[config.mk]
export PLATFORM = sky130hd
export DESIGN_NAME = source_tokenizer_core
export DESIGN_NICKNAME = d
export VERILOG_FILES = /design/src/sv/stok_pkg.sv /design/src/sv/stok_scan.sv /design/src/sv/source_tokenizer_core.sv
export SDC_FILE = /design/constraint.sdc
export NUM_CORES = 1
export LEC_CHECK = 0
export BUFFER_PORTS_ARGS = -buffer_cell sky130_fd_sc_hd__buf_2
export CORE_ASPECT_RATIO = 0.5
export CORE_MARGIN = 1.5
export CORE_UTILIZATION = 40
export CTS_BUF_LIST = sky130_fd_sc_hd__clkbuf_8 sky130_fd_sc_hd__clkbuf_16
export CTS_CLUSTER_SIZE = 30
export DETAILED_ROUTE_END_ITERATION = 10
export GPL_ROUTABILITY_DRIVEN = 0
export PLACE_DENSITY = 0.72
export SETUP_SLACK_MARGIN = 0.02
export SYNTH_ARGS = -nofsm -noshare
export SYNTH_HDL_FRONTEND = slang
export SYNTH_SLANG_ARGS = --single-unit
[constraint.sdc]
create_clock -name clk_i -period 4.1 [get_ports clk_i]
set_clock_uncertainty 0.2 [all_clocks]
set_input_delay 0.205 -clock clk_i [delete_from_list [all_inputs] [get_ports clk_i]]
set_output_delay 0.205 -clock clk_i [all_outputs]
set_load 0.02 [all_outputs]
[src/sv/stok_pkg.sv]
`default_nettype none

package stok_pkg;

  // Position counter width; positions, starts and lengths saturate at all ones.
  localparam int unsigned PosBits = 16;
  // Width of the start and length fields of a result.
  localparam int unsigned FieldW  = 16;

  localparam logic [7:0] ChHash   = 8'h23;
  localparam logic [7:0] ChQuote  = 8'h27;
  localparam logic [7:0] ChDquote = 8'h22;
  localparam logic [7:0] ChNl     = 8'h0A;

  localparam logic KindByte = 1'b0;
  localparam logic KindEnd  = 1'b1;

  localparam logic [2:0] TokChar   = 3'd0;
  localparam logic [2:0] TokString = 3'd1;
  localparam logic [2:0] TokInt    = 3'd2;
  localparam logic [2:0] TokIdent  = 3'd3;
  localparam logic [2:0] TokError  = 3'd4;

  typedef enum logic [6:0] {
    ModeIdle      = 7'b0000001,
    ModeComment   = 7'b0000010,
    ModeCharBody  = 7'b0000100,
    ModeCharClose = 7'b0001000,
    ModeString    = 7'b0010000,
    ModeRun       = 7'b0100000,
    ModeHalt      = 7'b1000000
  } scan_mode_e;

  typedef logic [PosBits-1:0] pos_t;

  typedef struct packed {
    logic       kind;
    logic [7:0] byte_in;
  } stok_in_t;

  typedef struct packed {
    logic [2:0]        token_kind;
    logic [FieldW-1:0] token_start;
    logic [FieldW-1:0] token_length;
    logic              final_res;
  } stok_out_t;

  function automatic logic is_ws(logic [7:0] b);
    return ((b >= 8'd9) && (b <= 8'd13)) || (b == 8'd32);
  endfunction

  function automatic logic is_digit(logic [7:0] b);
    return (b >= 8'd48) && (b <= 8'd57);
  endfunction

  function automatic pos_t sat_inc(pos_t v);
    return (v == '1) ? v : v + pos_t'(1);
  endfunction

endpackage

`default_nettype wire

[src/sv/stok_scan.sv]
`default_nettype none

module stok_scan import stok_pkg::*; (
  input  wire logic      clk_i,
  input  wire logic      rst_ni,
  input  wire logic      step_i,
  input  wire stok_in_t  item_i,
  output logic           res_valid_o,
  output stok_out_t      res_o
);

  scan_mode_e mode_q, mode_d;
  pos_t       pos_q, pos_d;
  pos_t       start_q, start_d;
  pos_t       len_q, len_d;
  logic       digits_q, digits_d;

  logic [7:0] b;
  logic       run_end;
  scan_mode_e open_mode;
  pos_t       open_start;
  pos_t       open_len;
  logic       open_digits;
  logic [2:0] run_kind;

  assign b        = item_i.byte_in;
  assign run_end  = is_ws(b) || (b == ChQuote) || (b == ChDquote) || (b == ChHash);
  assign run_kind = digits_q ? TokInt : TokIdent;

  // What a byte does when it may open a new token.
  always_comb begin
    open_start  = start_q;
    open_len    = len_q;
    open_digits = digits_q;
    priority if (is_ws(b)) begin
      open_mode = ModeIdle;
    end else if (b == ChHash) begin
      open_mode = ModeComment;
    end else if ((b == ChQuote) || (b == ChDquote)) begin
      open_mode  = (b == ChQuote) ? ModeCharBody : ModeString;
      open_start = sat_inc(pos_q);
      open_len   = '0;
    end else begin
      open_mode   = ModeRun;
      open_start  = pos_q;
      open_len    = pos_t'(1);
      open_digits = is_digit(b);
    end
  end

  always_comb begin
    mode_d      = mode_q;
    pos_d       = pos_q;
    start_d     = start_q;
    len_d       = len_q;
    digits_d    = digits_q;
    res_valid_o = 1'b0;
    res_o.token_kind   = TokError;
    res_o.token_start  = FieldW'(start_q);
    res_o.token_length = FieldW'(len_q);
    res_o.final_res    = 1'b0;

    if (item_i.kind == KindEnd) begin
      res_o.final_res = 1'b1;
      unique case (mode_q)
        ModeRun: begin
          res_valid_o      = 1'b1;
          res_o.token_kind = run_kind;
        end
        ModeCharBody, ModeCharClose, ModeString: begin
          res_valid_o = 1'b1;
        end
        default: ;
      endcase
      // back to reset values
      mode_d   = ModeIdle;
      pos_d    = '0;
      start_d  = '0;
      len_d    = '0;
      digits_d = 1'b1;
    end else begin
      unique case (mode_q)
        ModeIdle: begin
          mode_d   = open_mode;
          start_d  = open_start;
          len_d    = open_len;
          digits_d = open_digits;
        end
        ModeComment: begin
          if (b == ChNl) mode_d = ModeIdle;
        end
        ModeCharBody: begin
          len_d  = pos_t'(1);
          mode_d = ModeCharClose;
        end
        ModeCharClose: begin
          res_valid_o = 1'b1;
          if (b == ChQuote) begin
            res_o.token_kind   = TokChar;
            res_o.token_length = FieldW'(1);
            mode_d             = ModeIdle;
          end else begin
            mode_d = ModeHalt;
          end
        end
        ModeString: begin
          if (b == ChDquote) begin
            res_valid_o      = 1'b1;
            res_o.token_kind = TokString;
            mode_d           = ModeIdle;
          end else begin
            len_d = sat_inc(len_q);
          end
        end
        ModeRun: begin
          if (run_end) begin
            res_valid_o      = 1'b1;
            res_o.token_kind = run_kind;
            mode_d           = open_mode;
            start_d          = open_start;
            len_d            = open_len;
            digits_d         = open_digits;
          end else begin
            len_d = sat_inc(len_q);
            if (!is_digit(b)) digits_d = 1'b0;
          end
        end
        default: begin
          mode_d = ModeHalt;
        end
      endcase
      pos_d = sat_inc(pos_q);
    end
  end

  always_ff @(posedge clk_i or negedge rst_ni) begin
    if (!rst_ni) begin
      mode_q   <= ModeIdle;
      pos_q    <= '0;
      start_q  <= '0;
      len_q    <= '0;
      digits_q <= 1'b1;
    end else if (step_i) begin
      mode_q   <= mode_d;
      pos_q    <= pos_d;
      start_q  <= start_d;
      len_q    <= len_d;
      digits_q <= digits_d;
    end
  end

`ifndef ASSERT_OFF
  a_end_clears: assert property (@(posedge clk_i) disable iff (!rst_ni)
    step_i && (item_i.kind == KindEnd) |=> (mode_q == ModeIdle) && (pos_q == '0))
    else $error("state not cleared after end marker");

  a_final_only_on_end: assert property (@(posedge clk_i) disable iff (!rst_ni)
    res_valid_o && res_o.final_res |-> (item_i.kind == KindEnd))
    else $error("final result without end marker");

  a_char_len_one: assert property (@(posedge clk_i) disable iff (!rst_ni)
    res_valid_o && (res_o.token_kind == TokChar) |-> (res_o.token_length == FieldW'(1)))
    else $error("character token length not one");

  a_halt_silent: assert property (@(posedge clk_i) disable iff (!rst_ni)
    (mode_q == ModeHalt) && (item_i.kind == KindByte) |-> !res_valid_o)
    else $error("result while halted");
`endif

endmodule

`default_nettype wire

[src/sv/source_tokenizer_core.sv]
// Pipeline: an item passes the input register, then its result the result register.
// Throughput: one item per cycle unless out_ready_i holds the result register;
//   the scan state updates once per byte in one pass.
// Reset (rst_ni, async, active low): scanner idle, position zero, both stages empty.
`default_nettype none

module source_tokenizer_core import stok_pkg::*; (
  input  wire logic      clk_i,
  input  wire logic      rst_ni,
  input  wire logic      in_valid_i,
  output logic           in_ready_o,
  input  wire stok_in_t  in_data_i,
  output logic           out_valid_o,
  input  wire logic      out_ready_i,
  output stok_out_t      out_data_o
);

  logic      in_valid_q, in_valid_d;
  stok_in_t  in_q;
  logic      out_valid_q, out_valid_d;
  stok_out_t out_q;
  logic      advance;
  logic      res_valid;
  stok_out_t res;

  // Process the held item once the result register can take its outcome.
  assign advance    = in_valid_q && (!out_valid_q || out_ready_i);
  assign in_ready_o = !in_valid_q || advance;

  stok_scan u_scan (
    .clk_i      (clk_i),
    .rst_ni     (rst_ni),
    .step_i     (advance),
    .item_i     (in_q),
    .res_valid_o(res_valid),
    .res_o      (res)
  );

  always_comb begin
    in_valid_d = in_valid_q;
    if (in_ready_o) in_valid_d = in_valid_i;
    out_valid_d = out_valid_q;
    if (advance) begin
      out_valid_d = res_valid;
    end else if (out_ready_i) begin
      out_valid_d = 1'b0;
    end
  end

  always_ff @(posedge clk_i or negedge rst_ni) begin
    if (!rst_ni) begin
      in_valid_q  <= 1'b0;
      out_valid_q <= 1'b0;
    end else begin
      in_valid_q  <= in_valid_d;
      out_valid_q <= out_valid_d;
    end
  end

  always_ff @(posedge clk_i) begin
    if (in_valid_i && in_ready_o) in_q <= in_data_i;
    if (advance && res_valid) out_q <= res;
  end

  assign out_valid_o = out_valid_q;
  assign out_data_o  = out_q;

endmodule

`default_nettype wire
### Yosys cells after proc, flatten, opt, wreduce, memory -nomap -nowiden

Index checks and enable logic that the tools add are counted.

| operators by class | value |
|---|---|
| add/subtract/negate cells | 2 |
| order comparisons | 4 |
| equality and inequality tests | 18 |
| mux-type cells | 51 |
| reductions and logical operators | 22 |

Operator list:

| cell | number |
|---|---|
| 16-bit 2-to-1 mux | 16 |
| 16-bit case mux with 4 select lines | 1 |
| 7-bit 2-to-1 mux | 8 |
| 7-bit case mux with 6 select lines | 1 |
| 16-bit by 1-bit adder with 16-bit output, second input constant | 2 |
| 16-bit == test, second input constant | 2 |
| 8-bit by 6-bit == test with 1-bit output, second input constant | 4 |
| 16-bit case mux with 2 select lines | 1 |
| 1-bit 2-to-1 mux | 15 |
| 3-bit 2-to-1 mux | 5 |
| 3-bit by 2-bit inequality test with 1-bit output, second input constant | 3 |
| 3-bit case mux with 3 select lines | 1 |
| 3-bit AND reduction | 3 |
| 8-bit by 4-bit == test with 1-bit output, second input constant | 1 |
| 8-bit by 4-bit >= comparator with 1-bit output, second input constant | 1 |
| 8-bit by 6-bit >= comparator with 1-bit output, second input constant | 1 |
| 8-bit by 4-bit less-or-equal comparator with 1-bit output, second input constant | 1 |
| 8-bit by 6-bit less-or-equal comparator with 1-bit output, second input constant | 1 |
| 7-bit by 1-bit == test with 1-bit output, second input constant | 1 |
| 7-bit by 2-bit == test with 1-bit output, second input constant | 1 |
| 7-bit by 3-bit == test with 1-bit output, second input constant | 1 |
| 7-bit by 4-bit == test with 1-bit output, second input constant | 1 |
| 7-bit by 5-bit == test with 1-bit output, second input constant | 1 |
| 7-bit by 6-bit == test with 1-bit output, second input constant | 1 |
| 13 further kinds | 24 |

| word-level totals | value |
|---|---|
| flip-flop bits (word level) | 103 |
| input port bits | 13 |
| output and inout bits | 38 |
| word-level logic and storage cells | 110 |

### Longest topological paths before layout

Gate-level depths: netlist of the first run.

| depth | value |
|---|---|
| word-level depth | 10 |
| depth in mapped cells | 10 |
| gate-level depth less buffers | 8 |

### By module

From an unflattened synthesis of the first run, not the netlist that was laid out.

| second synthesis, totals | value |
|---|---|
| cells, all modules | 542 |
| area, all modules | 5436.5 sq um |

By module, submodules not included:

| module | instances | cells an instance | area each (sq um) |
|---|---|---|---|
| stok_scan | 1 | 487 | 3976.3 |
| source_tokenizer_core | 1 | 55 | 1460.2 |

### Worst setup path before layout of the first run

OpenSTA, ideal clock, no wires.

| timing path | value |
|---|---|
| path kind | register -> register |
| start point | reg u_scan.mode_q[1] |
| end point | reg out_q, in the netlist out_data_o[0], enable pin |
| arrival time | 3.184 ns |
| required time | 3.471 ns |
| setup slack | 0.286 ns |
| stages on the path, launching flop included | 7 |
| buffers on the path | 0 |
| cell sequence | dfrtp_1 > or4_4 > nor4b_2 > nor2b_1 > o21ai_0 > a22oi_1 > nor2_1 |

| between the ends | value |
|---|---|
| cells in the longest elaborated chain, start to end | 5 |

Ends and longest elaborated chain:

| element | line | RTL |
|---|---|---|
| start, declared | stok_scan.sv:12 | `scan_mode_e mode_q, mode_d;` |
| start signal, assigned | stok_scan.sv:138 | `mode_q <= ModeIdle;` |
| start signal, assigned | stok_scan.sv:144 | `mode_q <= mode_d;` |
| 7-bit by 3-bit == test with 1-bit output (tied with other cells) | stok_scan.sv:65 | `unique case (mode_q)` |
| 4-bit OR reduction (no source line) | -- |  |
| 1-bit 2-to-1 mux | stok_scan.sv:65 |  |
| 1-bit 2-to-1 mux * | stok_scan.sv:63 | `if (item_i.kind == KindEnd) begin` |
| 1-bit logical AND * | source_tokenizer_core.sv:62 | `if (advance && res_valid) out_q <= res;` |
| end signal, assigned | source_tokenizer_core.sv:62 |  |
| end, declared | source_tokenizer_core.sv:21 | `stok_out_t out_q;` |

Every way passes the cells marked *; elsewhere a longest branch is shown, timed or not.
A chain may end at the register's enable or synchronous reset.

### Final worst setup path of the first run

| timing path | value |
|---|---|
| start point | reg in_q[2] (netlist bit) |
| end point | reg out_q, in the netlist out_data_o[16], enable pin |

| between the ends | value |
|---|---|
| cells in the longest elaborated chain, start to end | 10 |

Ends and longest elaborated chain:

| element | line | RTL |
|---|---|---|
| start, declared | source_tokenizer_core.sv:19 | `stok_in_t in_q;` |
| start signal, assigned | source_tokenizer_core.sv:61 | `if (in_valid_i && in_ready_o) in_q <= in_data_i;` |
| 8-bit by 4-bit >= comparator with 1-bit output or 8-bit by 4-bit less-or-equal comparator with 1-bit output (tied branches) | stok_pkg.sv:49 | `return ((b >= 8'd9) && (b <= 8'd13)) \|\| (b == 8'd32);` |
| 1-bit logical AND | stok_pkg.sv:49 |  |
| 1-bit logical OR | stok_pkg.sv:49 |  |
| 1-bit logical OR (3 in series) | stok_scan.sv:27 | `assign run_end = is_ws(b) \|\| (b == ChQuote) \|\| (b == ChDquote) \|\| (b == ChHash);` |
| 1-bit 2-to-1 mux | stok_scan.sv:116 | `if (run_end) begin` |
| 1-bit case mux with 3 select lines * | stok_scan.sv:82 | `unique case (mode_q)` |
| 1-bit 2-to-1 mux * | stok_scan.sv:63 |  |
| 1-bit logical AND * | source_tokenizer_core.sv:62 |  |

Marks and branches as above.

==> results.cfg, run 1 <==
[timing]
fmax_mhz = 314
setup_violations = 0
report.final.slew_viol_count = 0
whs_ns = 0.0250
hold_viol = 0
max_slew_margin = 0.418
worst_pin_slew_ns = 0.873
setup_tns_ns = 0
fin_crit_ns = 3.18
setup_ws_ns = 0.915
fin_crit_sh = 0.777
rsz0062_at_grt = false

[logic_synthesis]
syn-instance-count = 560
yosys.cell_types.count = 68
yosysTopAreaCell = dfrtp_1
synthArstFlopShare = 0.563
ys_seq_elements = 103
synth_common_cells = nand2_1, dfrtp_1, nor2_1, edfxtp_1, o21ai_0
synth_top_area_share = 0.256
synth-main-ff-cell = dfrtp_1
synth_most_common_cell = nand2_1
yosys_warnings = 0
syn_nets = 575
synth_area_per_cell_um2 = 9.78
synth-edff-count = 45
yosysSeqAreaShare = 0.512
synth_area_mm2 = 0.00548
synth_area_leaders = dfrtp_1, edfxtp_1, nand2_1

[grt]
grt_pass1_vias = 4083
grt_max_degree = 38
gr-total-overflow = 0
grt_use_met2 = 0.279
antenna_found_initial = 0
use_met1 = 0.257
grtUsageTotal = 0.180
grt-busiest-layer = met2
grt_pass1_wl_um = 20500
grt_use_met3 = 0.0341

[floorplan]
die_y_um = 85.8
io_pins = 51
start_util = 0.421
coreArea_mm2 = 0.0130
die_w_um = 168
dieArea_mm2 = 0.0144
rows = 29

[routing]
wl_per_cell_um = 16.1
wirelength_um = 12500
vias = 4499
vias_per_cell = 5.78
ant_nets = 0
drt_iter0_drc = 411
drt_pass1_iterations = 5
drc = 0

[finish]
layout-drive-gt1-share = 0.158
areaGrowthSynthToFinish_pct = 13.8
fin_util = 0.479
diodes = 0
fillers = 1195
nets = 618

[clock_tree]
cts.clk_slew.worst_paths_ns = 0.07
h-tree-depth = 3
clock-sinks = 103
cts_made_buffers = 9
cts_resized = 0
postCtsHoldBufs = 11
clk_latency_ns = 0.35
clock_path_buffers = 2
cts_setup_buffers = 0
clockRootBuffer = clkbuf_16
cts_tree = done

[worst_setup_path]
path_class = register to register
startpoint_type = register
cp_max_fo = 18
required_ns = 3.94
worstPathArrival_ns = 3.03
crit_path_end_kind = register

[pwr]
power_leakage_uw = 0.00247
p_per_area_mw_per_mm2 = 398
ir_drop_mv = 0.215

[flow_run]
max_cap_viol_count = 0

[placed_design]
post-place-ws_ns = 0.975
post-dp-hpwl_um = 8540
io_buffers = 50

[outcome]
status = finished, final reports clean

[min_path]
timing.hold.worst.class = input port to register
[metal layers]
metal  up-vias  routed length, um  part of all wire
met5         -                  0                 0
met4         0                181             0.014
met3        19                788             0.063
met2       153               5540              0.44
met1      2171               6040              0.48
li1       2156                  -                 -
[state kept, by name (all words and copies together), names as in the netlist]
register,count
u_scan.len_q,16
out_valid_o,1
u_scan.start_q,16
out_data_o,36
in_q,9
u_scan.mode_q,7
u_scan.digits_q,1
in_valid_q,1
u_scan.pos_q,16
[cells in the final DEF, fill, tap and decap left out, types with 12 or more instances in the layout]
cell / n
nand2_1: 61
dfrtp_1: 56
nor2_1: 51
buf_2: 50
edfxtp_1: 45
o21ai_0: 31
a21oi_1: 26
nand3_1: 23
nor2b_1: 20
nor3_1: 19
o2bb2ai_1: 16
xnor2_1: 12
[path summary, 6_finish.rpt]
check	to	start	slack, ns	cells after the start
hold / removal	out_valid_o	out_ready_i	0.03	3
setup / recovery	out_data_o[16]	in_q[2]	0.92	7
min in group asynchronous	u_scan.mode_q[3]	rst_ni	0.31	2
hold reg to reg	out_data_o[22]	u_scan.start_q[5]	0.26	0
setup reg to reg	out_data_o[16]	in_q[2]	0.92	7
max in group asynchronous	u_scan.start_q[7]	rst_ni	2.58	3
[cells by family after synthesis]
logic type	after synthesis	synth area share
flops	103	0.512
buf+inv	45	0.0354
mux	7	0.0132
compound gates	145	0.178
fa+ha+maj	2	0.00457
simple gates	242	0.231
xor+xnor	16	0.0256
[power by group]
group | switching (uW) | leakage, uW | internal, uW
Sequential | 94.1 | 0.00123 | 1160
Combinational | 247 | 0.00110 | 150
Clock | 411 | 0.000141 | 424
[area by class of cell]
cell class / count / area, um^2 / area share
clock buffer: 9 / 225 / 0.0361
clock inverter: 7 / 58.8 / 0.00943
inverter: 9 / 33.8 / 0.00542
multi-input combinational: 412 / 2490 / 0.399
sequential: 103 / 2810 / 0.450
tap: 170 / 213 / 0.0341
timing repair buffer: 68 / 413 / 0.0662
[metrics by stage]
stage,cells,total power (uW),area [um^2]
2_1_floorplan,560,1550,5480
3_3_place_gp,751,1650,5840
3_5_place_dp,751,1660,5840
4_1_cts,778,2500,6230
5_1_grt,778,2600,6230
6_report,778,2480,6230
[critical path, cell delays in order, from the launching register on]
cell and delay, ns:
edfxtp_1 0.55, or2_2 0.37, a21boi_0 0.25, o21ai_0 0.29
o21ai_0 0.27, a22oi_1 0.15, nor2_4 0.45, buf_4 0.34
Power figures use the tool's default switching activity.
==> run 2: changes to the inputs <==
clock period = 2.9 ns   (was 4.1 ns; I/O delays follow)
==> run 2 against run 1 <==
Compared with the run above: die area unchanged; core utilization rose by 1.1 points; largest power group unchanged; flip-flop and latch count did not move; sequential share of layout area down 1.0 points; worst hold slack better by 0.22 ns; critical path type unchanged; highest routed layer unchanged; via count is 1.6% lower; sequential power grew 42%; largest cell class unchanged; global-route usage is 0.39 points higher; critical path depth unchanged; non-clock buffer count up 14; total power grew 43%; maximum frequency rose by 17%.
==> results.cfg, run 2 (synthesis gave the netlist of run 1 again) <==
[outcome]
status = finished, final reports clean

[finish]
areaGrowthSynthToFinish_pct = 16.4
fillers = 1176
diodes = 0
multiInputGateArea_mm2 = 0.00249
nets = 632
final_area_mm2 = 0.00638
fin_util = 0.489
layout-drive-gt1-share = 0.177
largest_register_ffs = 36
final_common_cell = nand2_1
seq_area_mm2 = 0.00281
layout_common_cells = nand2_1, dfrtp_1, nor2_1, buf_2, edfxtp_1

[clock_tree]
clockRootBuffer = clkbuf_16
cts.clk_slew.worst_paths_ns = 0.07
cts_tree = done
clk_latency_ns = 0.36
cts_made_buffers = 9
cts_setup_buffers = 0
h-tree-depth = 3
clock_path_buffers = 2
clock-sinks = 103

[timing]
worst_pin_slew_ns = 0.770
whs_ns = 0.247
setup_violations = 0
report.final.slew_viol_count = 0
fin_crit_sh = 0.941
fmax_mhz = 367
rsz0062_at_grt = false
fin_crit_ns = 2.73
hold_viol = 0
setup_tns_ns = 0
max_slew_margin = 0.487

[worst_setup_path]
cp_slowest_stage_delay_ns = 0.59
path_class = register to register
r2r-start = u_scan.mode_q[1]
worstPathArrival_ns = 2.59
crit_start = u_scan.mode_q[1]
slowest_stage = or4_4
required_ns = 2.76
crit_path_end_kind = register
cp_max_fo = 21
timing.critical_path.buf_inv = 1
startpoint_type = register
cpLargestDelayFamily = simple AND/OR/NAND/NOR gates
worstPathCellList = or4_4, nor4b_2, nor2b_1, o21ai_0, a22oi_1, nor2_4, buf_12

[min_path]
timing.hold.worst.class = register to register
hp-start = u_scan.start_q[0]

[floorplan]
die_w_um = 168
dieArea_mm2 = 0.0144
rows = 29
coreArea_mm2 = 0.0130
io_pins = 51
die_y_um = 85.8
start_util = 0.421

[routing]
wl_per_cell_um = 15.7
vias_per_cell = 5.59
vias = 4426
drc = 0
ant_nets = 0
drt_iter0_drc = 348
drt_pass1_iterations = 5
wirelength_um = 12400

[placed_design]
post-dp-hpwl_um = 8540
place_area_mm2 = 0.00596
io_buffers = 50

[grt]
grt_pass1_vias = 4079
gr-total-overflow = 0
grt_pass1_wl_um = 20900
grtUsageTotal = 0.184
grt_max_degree = 59
antenna_found_initial = 0

[pwr]
power_leakage_uw = 0.00255
ir_drop_mv = 0.294
p_per_area_mw_per_mm2 = 556
power_uw = 3550

[flow_run]
max_cap_viol_count = 0
[run 2: changes by cell type in the layout (fill, tap and decap cells not counted), moves of 2 or more]
cell,before,now
buf_4,7,18
clkinv_4,0,3
buf_12,0,2
inv_6,2,0
[run 2: what timing repair did]
item	in CTS	in global routing
endpoints found under the setup margin	0	4
gates resized for setup	0	1
hold buffers	12	0
endpoints found under the hold margin	67	0
[run 2: path summary, 6_finish.rpt]
path | endpoint | slack (ns) | depth (start not counted)
setup / recovery | out_data_o[32] | 0.17 | 7
hold / removal | out_data_o[17] | 0.25 | 0
setup reg to reg | out_data_o[32] | 0.17 | 7
hold reg to reg | out_data_o[17] | 0.25 | 0
max in group asynchronous | u_scan.start_q[10] | 1.71 | 3
min in group asynchronous | u_scan.len_q[0] | 0.28 | 3
[run 2: where the power goes]
group          total [uW]  switching [uW]  internal (uW)  leakage (uW)
clock                1180             579            603      0.000145
combinational         598             357            242       0.00117
sequential           1770             131           1640       0.00123
[run 2: per-layer routing]
layer	track usage	part of all wire	wire length, um	vias to the layer above
met5	0	0	0	-
met4	0.0576	0.017	209	0
met3	0.0508	0.065	812	18
met2	0.272	0.43	5310	147
met1	0.263	0.49	6070	2077
li1	-	-	-	2184
[run 2: stage by stage]
| step | std cells | setup WS (ns) |
|---|---|---|
| after CTS | 792 | 0.185 |
| after global routing | 792 | 0.0208 |
| final | 792 | 0.172 |
| after detailed placement | 764 | 0.187 |
| after global placement | 764 | 0.262 |
| after floorplan | 560 | 0.0571 |
[run 2: cell type report]
cell class	instances	share of cell area
Sequential cell	103	0.440
Multi-Input combinational cell	412	0.390
Timing Repair Buffer	82	0.0856
Clock buffer	9	0.0353
Tap cell	170	0.0334
Clock inverter	7	0.0102
Inverter	9	0.00530
